--- src/rtl/core/mss_pkg.sv ---
`timescale 1ns / 1ps
// ----------------------------------------------------------------------------
// mss_pkg
// Shared types, sizes and codes for the multi-stack shared store.
// ----------------------------------------------------------------------------
package mss_pkg;

  // Sizing
  localparam int NUM_STACKS = 4;
  localparam int CAPACITY   = 16;

  localparam int DATA_W     = 32;
  localparam int SID_W      = 2;
  localparam int ADDR_W     = (CAPACITY > 1) ? $clog2(CAPACITY) : 1;
  localparam int LINK_W     = $clog2(CAPACITY + 1);
  localparam int HEAD_IDX_W = (NUM_STACKS > 1) ? $clog2(NUM_STACKS) : 1;
  localparam int SID_EXT_W  = (HEAD_IDX_W > SID_W) ? HEAD_IDX_W : SID_W;

  // Null link is encoded as CAPACITY
  localparam logic [LINK_W-1:0] NULL_LINK = LINK_W'(CAPACITY);

  // Operation codes
  localparam logic OP_PUSH = 1'b0;
  localparam logic OP_POP  = 1'b1;

  // Status codes
  localparam logic [1:0] ST_OK        = 2'd0;
  localparam logic [1:0] ST_OVERFLOW  = 2'd1;
  localparam logic [1:0] ST_UNDERFLOW = 2'd2;

  // Input beat
  typedef struct packed {
    logic                     operation;
    logic [SID_W-1:0]         stack_id;
    logic signed [DATA_W-1:0] push_value;
  } mss_in_t;

  // Result beat
  typedef struct packed {
    logic signed [DATA_W-1:0] pop_value;
    logic [1:0]               status;
  } mss_out_t;

  // Controller to datapath commands
  typedef struct packed {
    logic issue;   // item taken, memory read launched
    logic commit;  // write-back of links, heads and value
  } mss_cmd_t;

endpackage

--- src/rtl/core/mss_ctrl.sv ---
`timescale 1ns / 1ps
// ----------------------------------------------------------------------------
// mss_ctrl
// Two-state sequencer: takes a beat, then commits it on the following cycle.
// ----------------------------------------------------------------------------
module mss_ctrl (
  input  logic              clk,
  input  logic              rst,
  input  logic              start,
  output logic              busy,
  output mss_pkg::mss_cmd_t cmd
);
  import mss_pkg::*;

  localparam logic [0:0] S_IDLE = 1'b0;
  localparam logic [0:0] S_EXEC = 1'b1;

  logic [0:0] state;
  logic [0:0] state_next;

  assign busy       = (state == S_EXEC);
  assign cmd.issue  = start && !busy;
  assign cmd.commit = (state == S_EXEC);

  // Next-state logic
  always_comb begin
    state_next = state;
    case (state)
      S_IDLE: begin
        if (start) state_next = S_EXEC;
      end
      S_EXEC: begin
        state_next = S_IDLE;
      end
      default: begin
        state_next = S_IDLE;
      end
    endcase
  end

  // State register
  always_ff @(posedge clk) begin
    if (rst) begin
      state <= S_IDLE;
    end else begin
      state <= state_next;
    end
  end

  // Checks
  a_issue_then_commit: assert property (@(posedge clk) disable iff (rst)
    cmd.issue |=> cmd.commit)
    else $error("issued beat not committed next cycle");

  a_commit_single: assert property (@(posedge clk) disable iff (rst)
    cmd.commit |=> !cmd.commit)
    else $error("commit held for more than one cycle");

endmodule

--- src/rtl/core/mss_dp.sv ---
`timescale 1ns / 1ps
// ----------------------------------------------------------------------------
// mss_dp
// Entry store, link store, stack heads and free list with result register.
// ----------------------------------------------------------------------------
module mss_dp (
  input  logic              clk,
  input  logic              rst,
  input  mss_pkg::mss_cmd_t cmd,
  input  mss_pkg::mss_in_t  item,
  output mss_pkg::mss_out_t result,
  output logic              done
);
  import mss_pkg::*;

  // Memories (no reset)
  logic [DATA_W-1:0] val_mem  [CAPACITY];
  logic [LINK_W-1:0] link_mem [CAPACITY];

  // Control state
  logic [LINK_W-1:0] heads [NUM_STACKS];
  logic [LINK_W-1:0] free_head;
  logic [LINK_W-1:0] fill;   // entries below this have had their link written

  // Item held from issue to commit
  logic                  op_q;
  logic [HEAD_IDX_W-1:0] idx_q;
  logic [DATA_W-1:0]     val_q;
  logic [LINK_W-1:0]     slot_q;
  logic [LINK_W-1:0]     head_q;
  logic                  fail_q;
  logic [LINK_W-1:0]     link_rd;
  logic [DATA_W-1:0]     val_rd;

  // Issue-side decode
  logic [SID_EXT_W-1:0]  sid_ext;
  logic [HEAD_IDX_W-1:0] idx;
  logic                  sid_ok;
  logic [LINK_W-1:0]     head_sel;
  logic [LINK_W-1:0]     slot_sel;
  logic                  fail;
  logic [ADDR_W-1:0]     rd_addr;
  logic [ADDR_W-1:0]     wr_addr;
  logic [LINK_W-1:0]     link_eff;

  assign sid_ext  = SID_EXT_W'(item.stack_id);
  assign idx      = sid_ext[HEAD_IDX_W-1:0];
  assign sid_ok   = int'(item.stack_id) < NUM_STACKS;
  assign head_sel = sid_ok ? heads[idx] : NULL_LINK;
  assign slot_sel = (item.operation == OP_PUSH) ? free_head : head_sel;
  assign fail     = (item.operation == OP_PUSH) ? (!sid_ok || free_head == NULL_LINK)
                                                : (head_sel == NULL_LINK);
  assign rd_addr  = slot_sel[ADDR_W-1:0];
  assign wr_addr  = slot_q[ADDR_W-1:0];

  // Entries never pushed are treated as linking to the next entry
  assign link_eff = (slot_q >= fill) ? slot_q + LINK_W'(1) : link_rd;

  // Capture the beat
  always_ff @(posedge clk) begin
    if (cmd.issue) begin
      op_q   <= item.operation;
      idx_q  <= idx;
      val_q  <= item.push_value;
      slot_q <= slot_sel;
      head_q <= head_sel;
      fail_q <= fail;
    end
  end

  // Value store
  always_ff @(posedge clk) begin
    if (cmd.issue) begin
      val_rd <= val_mem[rd_addr];
    end
    if (cmd.commit && !fail_q && op_q == OP_PUSH) begin
      val_mem[wr_addr] <= val_q;
    end
  end

  // Link store
  always_ff @(posedge clk) begin
    if (cmd.issue) begin
      link_rd <= link_mem[rd_addr];
    end
    if (cmd.commit && !fail_q) begin
      link_mem[wr_addr] <= (op_q == OP_PUSH) ? head_q : free_head;
    end
  end

  // Heads, free list and fill count
  always_ff @(posedge clk) begin
    if (rst) begin
      for (int i = 0; i < NUM_STACKS; i++) begin
        heads[i] <= NULL_LINK;
      end
      free_head <= '0;
      fill      <= '0;
    end else if (cmd.commit && !fail_q) begin
      if (op_q == OP_PUSH) begin
        free_head    <= link_eff;
        heads[idx_q] <= slot_q;
        if (slot_q == fill) fill <= fill + LINK_W'(1);
      end else begin
        heads[idx_q] <= link_eff;
        free_head    <= slot_q;
      end
    end
  end

  // Result register and strobe
  always_ff @(posedge clk) begin
    if (cmd.commit) begin
      result.pop_value <= (!fail_q && op_q == OP_POP) ? val_rd : '0;
      if (!fail_q) begin
        result.status <= ST_OK;
      end else if (op_q == OP_PUSH) begin
        result.status <= ST_OVERFLOW;
      end else begin
        result.status <= ST_UNDERFLOW;
      end
    end
  end

  always_ff @(posedge clk) begin
    if (rst) begin
      done <= 1'b0;
    end else begin
      done <= cmd.commit;
    end
  end

  // Checks
  a_done_follows_commit: assert property (@(posedge clk) disable iff (rst)
    cmd.commit |=> done)
    else $error("result strobe missing after commit");

  a_fill_bound: assert property (@(posedge clk) disable iff (rst)
    fill <= NULL_LINK)
    else $error("fill count beyond capacity");

  a_free_head_in_range: assert property (@(posedge clk) disable iff (rst)
    free_head <= fill || free_head == NULL_LINK)
    else $error("free head skips untouched entries");

  a_fail_zero_value: assert property (@(posedge clk) disable iff (rst)
    done && result.status != ST_OK |-> result.pop_value == '0)
    else $error("failed beat carries a value");

endmodule

--- src/rtl/core/multi_stack_shared_store.sv ---
`timescale 1ns / 1ps
// ----------------------------------------------------------------------------
// multi_stack_shared_store
// Several stacks sharing one entry store, with a linked free list.
// ----------------------------------------------------------------------------
// A beat is taken when start is high and busy is low. A read step reads the
// link and value stores at the selected entry; a commit step writes the link,
// the stack head, the free head and, on a push, the value back. busy is
// high during the commit step after acceptance, so a new beat is only taken once
// the last is committed. The result appears on result with done high for
// exactly one cycle; the receiver cannot stall it, so it must take every
// result as it comes. A failed push reports overflow, a failed pop reports
// underflow, and both return a zero value and change nothing.
// ----------------------------------------------------------------------------
module multi_stack_shared_store (
  input  logic              clk,
  input  logic              rst,
  input  logic              start,
  output logic              busy,
  input  mss_pkg::mss_in_t  item,
  output mss_pkg::mss_out_t result,
  output logic              done
);
  import mss_pkg::*;

  mss_cmd_t cmd;

  // Sequencer
  mss_ctrl u_ctrl (
    .clk   (clk),
    .rst   (rst),
    .start (start),
    .busy  (busy),
    .cmd   (cmd)
  );

  // Stores and list state
  mss_dp u_dp (
    .clk    (clk),
    .rst    (rst),
    .cmd    (cmd),
    .item   (item),
    .result (result),
    .done   (done)
  );

endmodule

--- config.mk ---
export PLATFORM = sky130hd
export DESIGN_NAME = multi_stack_shared_store
export DESIGN_NICKNAME = d
export VERILOG_FILES = /design/src/rtl/core/mss_pkg.sv /design/src/rtl/core/mss_ctrl.sv /design/src/rtl/core/mss_dp.sv /design/src/rtl/core/multi_stack_shared_store.sv
export SDC_FILE = /design/constraint.sdc
export NUM_CORES = 1
export LEC_CHECK = 0
export ABC_AREA = 0
export BUFFER_PORTS_ARGS = -buffer_cell sky130_fd_sc_hd__buf_2
export CAP_MARGIN = 20
export CORE_MARGIN = 2
export CORE_UTILIZATION = 50
export DETAILED_ROUTE_END_ITERATION = 6
export GPL_ROUTABILITY_DRIVEN = 0
export PLACE_DENSITY = 0.66
export REMOVE_ABC_BUFFERS = 1
export SYNTH_ARGS = -nofsm -noshare
export SYNTH_HDL_FRONTEND = slang
export SYNTH_SLANG_ARGS = --single-unit
export TNS_END_PERCENT = 5
--- constraint.sdc ---
create_clock -name clk -period 6.4 [get_ports clk]
set_input_delay 0.64 -clock clk [delete_from_list [all_inputs] [get_ports clk]]
set_output_delay 0.64 -clock clk [all_outputs]
set_load 0.005 [all_outputs]
==> flow_summary.toml <==
[timing]
fin_skew_ns = 0.0250
rsz0062_at_grt = "no"
clock.fmax_mhz = 290
fin_tns_setup_ns = 0
finalSetupViolations = 0
setup_ws_ns = 2.95
slew_violations = 0
finalHoldViolCount = 0
fin_crit_ns = 3.45
worst_hold_slack_ns = 0.181
worstMarginPinSlew_ns = 1.05
slew_headroom_pct = 30.2
timing.final.crit_share_pct = 53.9

[floorplanning]
rows = 87
core-area_um2 = 56500
die-width_um = 243
dieArea_um2 = 59100
die_h_um = 243
ios = 74
start_util_pct = 50.6

[cells_and_area]
fin_nets = 2015
syn2layout_area_growth_pct = 12.6
drive_above_1_share_pct = 12.4
n_fill_cell = 4333
design_area_um2 = 32200
num_antenna_cells = 0

[cts]
cts_inserted_buffers = 76
ctsHtreeMaxLevel = 3
cts_tree = "yes"
numClockSinks = 741
root_buffer = "clkbuf_16"
post_cts_buffers = 0
clkTransAtPathRegs_ns = 0.06
clk-insertion-delay-late_ns = 0.63
ctsResizeCount = 0
hold_buffers = 0
clk_path_buf_depth = 3

[yosys]
syn_inst = 1904
yosys.cell_types.count = 41
synth_area_um2 = 28600
synth_flop_cell = "edfxtp_1"
synth-async-reset-ratio_pct = 0
yosys_warnings = 0
seq_area_frac_synth_pct = 77.4
synth_area_per_cell_um2 = 15.0
ys_seq_elements = 741
synth_edf_count = 729

[min_path]
hold_end = "u_dp.val_q[6]"
min_from = "item[6]"
hold_class = "in2reg"
hold_path_depth = 1

[detailed_routing]
dr_total_vias = 16464
drtPass1Iterations = 6
wl_per_cell_um = 23.4
drt-total-wl_um = 65000
viasPerCell = 5.93
drtAntennaViolNets = 0
drc = 0
initialDrtViolationCount = 1793

[place]
dpl.hpwl_um = 31400
place_area_um2 = 29800
dp_slack_ns = 2.33
portBuffers = 73

[power]
ir_drop_mv = 0.203
power.total_mw = 10.4
power.leakage_nw = 10.5
p_per_area_nw_per_um2 = 323

[status]
status = "completed"

[worst_setup_path]
r2r_start = "u_dp.heads[3][0]"
max_stage_delay_ns = 0.86
worst_ep_arrival_time_ns = 3.93
path_class = "reg2reg"
cp_slowest_cell = "buf_4"
rr_worst_depth = 8
crit_top_cell = "a21oi_1"
crit_chain = "mux4_2 -> a21oi_4 -> buf_12 -> buf_4 -> a21oi_1 -> a221oi_1 -> a21oi_1 -> nand2_1"
required_ns = 6.88
crit_path_end_kind = "register"
r2r_slack_ns = 2.95
start_kind = "register"
r2r_end = "u_dp.val_rd[28]"
crit_fanout = 175

[global_route]
grt_pass1_wl_um = 97800
grt_antenna_before_repair = 0
grt_overflow = 0
grt_pass1_vias = 16163
grt_max_degree = 176
track_usage_pct = 22.0

[job]
maxCapViolCount = 0
==> where the power goes <==
| group | internal, mW | total, mW | switching, mW | leakage [nW] |
|---|---|---|---|---|
| combinational | 0.189 | 0.598 | 0.409 | 2.57 |
| clock | 2.47 | 4.30 | 1.82 | 1.17 |
| sequential | 5.44 | 5.51 | 0.0766 | 6.76 |
==> synthesized netlist by cell type, drive strengths merged (3+ instances only) <==
master    n  area [um^2]
a221oi   37          324
clkbuf   45          169
nor2     46          173
a21o      5         37.5
nor2b     5         31.3
nand3b    3         22.5
edfxtp  729        21900
nand3     4         20.0
mux4      5          113
nor3     10         50.1
and3      3         18.8
mux2i    42          420
a21oi   194          971
o21ai    10         50.0
mux2     10          113
nand2b    8         50.1
buf      77          449
xnor2     5         43.8
nand4     3         18.8
ha       10          125
dfxtp    12          240
a32oi   111          972
inv      12         47.6
a22oi    37          278
nand2   427         1600
and2     37          231
==> how the worst max path moves through the flow <==
stage                                start              end  slack, ns  cells after the start
after floorplan                   item[32]  u_dp.link_rd[0]     -11.57                      7
after global placement            item[32]  u_dp.val_rd[18]       2.46                      9
after detailed placement          item[32]  u_dp.val_rd[17]       2.33                      9
after CTS                 u_dp.heads[3][0]  u_dp.val_rd[17]       2.92                      8
after global routing      u_dp.heads[2][0]   u_dp.val_rd[9]       2.70                      8
final                     u_dp.heads[3][0]  u_dp.val_rd[28]       2.95                      8
==> placed cells by master (no fill, tap or decap), drive strengths merged, types with 6 or more instances in the layout <==
| master | netlist | final |
|---|---|---|
| nor3 | 10 | 10 |
| buf | 77 | 107 |
| clkinv | 2 | 30 |
| mux2 | 10 | 10 |
| nand2 | 427 | 427 |
| a22oi | 37 | 37 |
| a21oi | 194 | 194 |
| clkbuf | 45 | 93 |
| a32oi | 111 | 111 |
| a221oi | 37 | 37 |
| nand2b | 8 | 8 |
| and2 | 37 | 37 |
| o21ai | 10 | 10 |
| inv | 12 | 16 |
| mux2i | 42 | 42 |
| ha | 10 | 10 |
| edfxtp | 729 | 729 |
| dfxtp | 12 | 12 |
| bufinv | 0 | 6 |
| nor2 | 46 | 46 |
==> layer usage <==
metal | global-route usage, % | wire (um) | vias to the layer above
met5 | 0 | 0 | -
met4 | 6.60 | 1360 | 0
met3 | 3.37 | 4350 | 105
met2 | 35.8 | 31300 | 638
met1 | 30.8 | 28100 | 8326
li1 | - | - | 7395
==> layout make-up <==
cell class | instances | area [um^2] | area share (%)
clock inverter | 40 | 408 | 1.27
multi-input combinational | 1027 | 5980 | 18.6
tap | 756 | 946 | 2.94
sequential | 741 | 22100 | 68.8
timing repair buffer | 107 | 666 | 2.07
clock buffer | 93 | 2000 | 6.20
inverter | 14 | 60.1 | 0.187
==> flip-flops by register name (all words and copies together), names as in the netlist, 20 cells and up <==
signal / flops
u_dp.heads: 20
u_dp.val_rd: 32
u_dp.result: 34
u_dp.val_q: 32
u_dp.link_mem: 80
u_dp.val_mem: 512
==> metrics by stage <==
| step | instances | utilization, % |
|---|---|---|
| floorplan | 1782 | - |
| global placement | 2644 | 52.7 |
| detailed placement | 2644 | 52.7 |
| CTS | 2777 | 56.9 |
| global route | 2778 | 57.0 |
| finish | 2778 | 57.0 |
==> worst max-delay path, delay by kind of cell, from the launching register on <==
family          cells  cell delay [ns]
buf+inv             2             1.38
compound gates      4             0.82
mux                 1             0.53
flops               1             0.35
simple gates        1             0.10
==> cells by family (layout without fill, tap and decap cells) <==
kind of cell	Yosys count	after routing	synth area share, %
flops	741	741	77.4
simple gates	550	550	7.86
compound gates	404	404	9.49
buf+inv	136	254	2.35
mux	57	57	2.26
fa+ha+maj	10	10	0.438
xor+xnor	6	6	0.184
(Power assumes the default switching activity.)
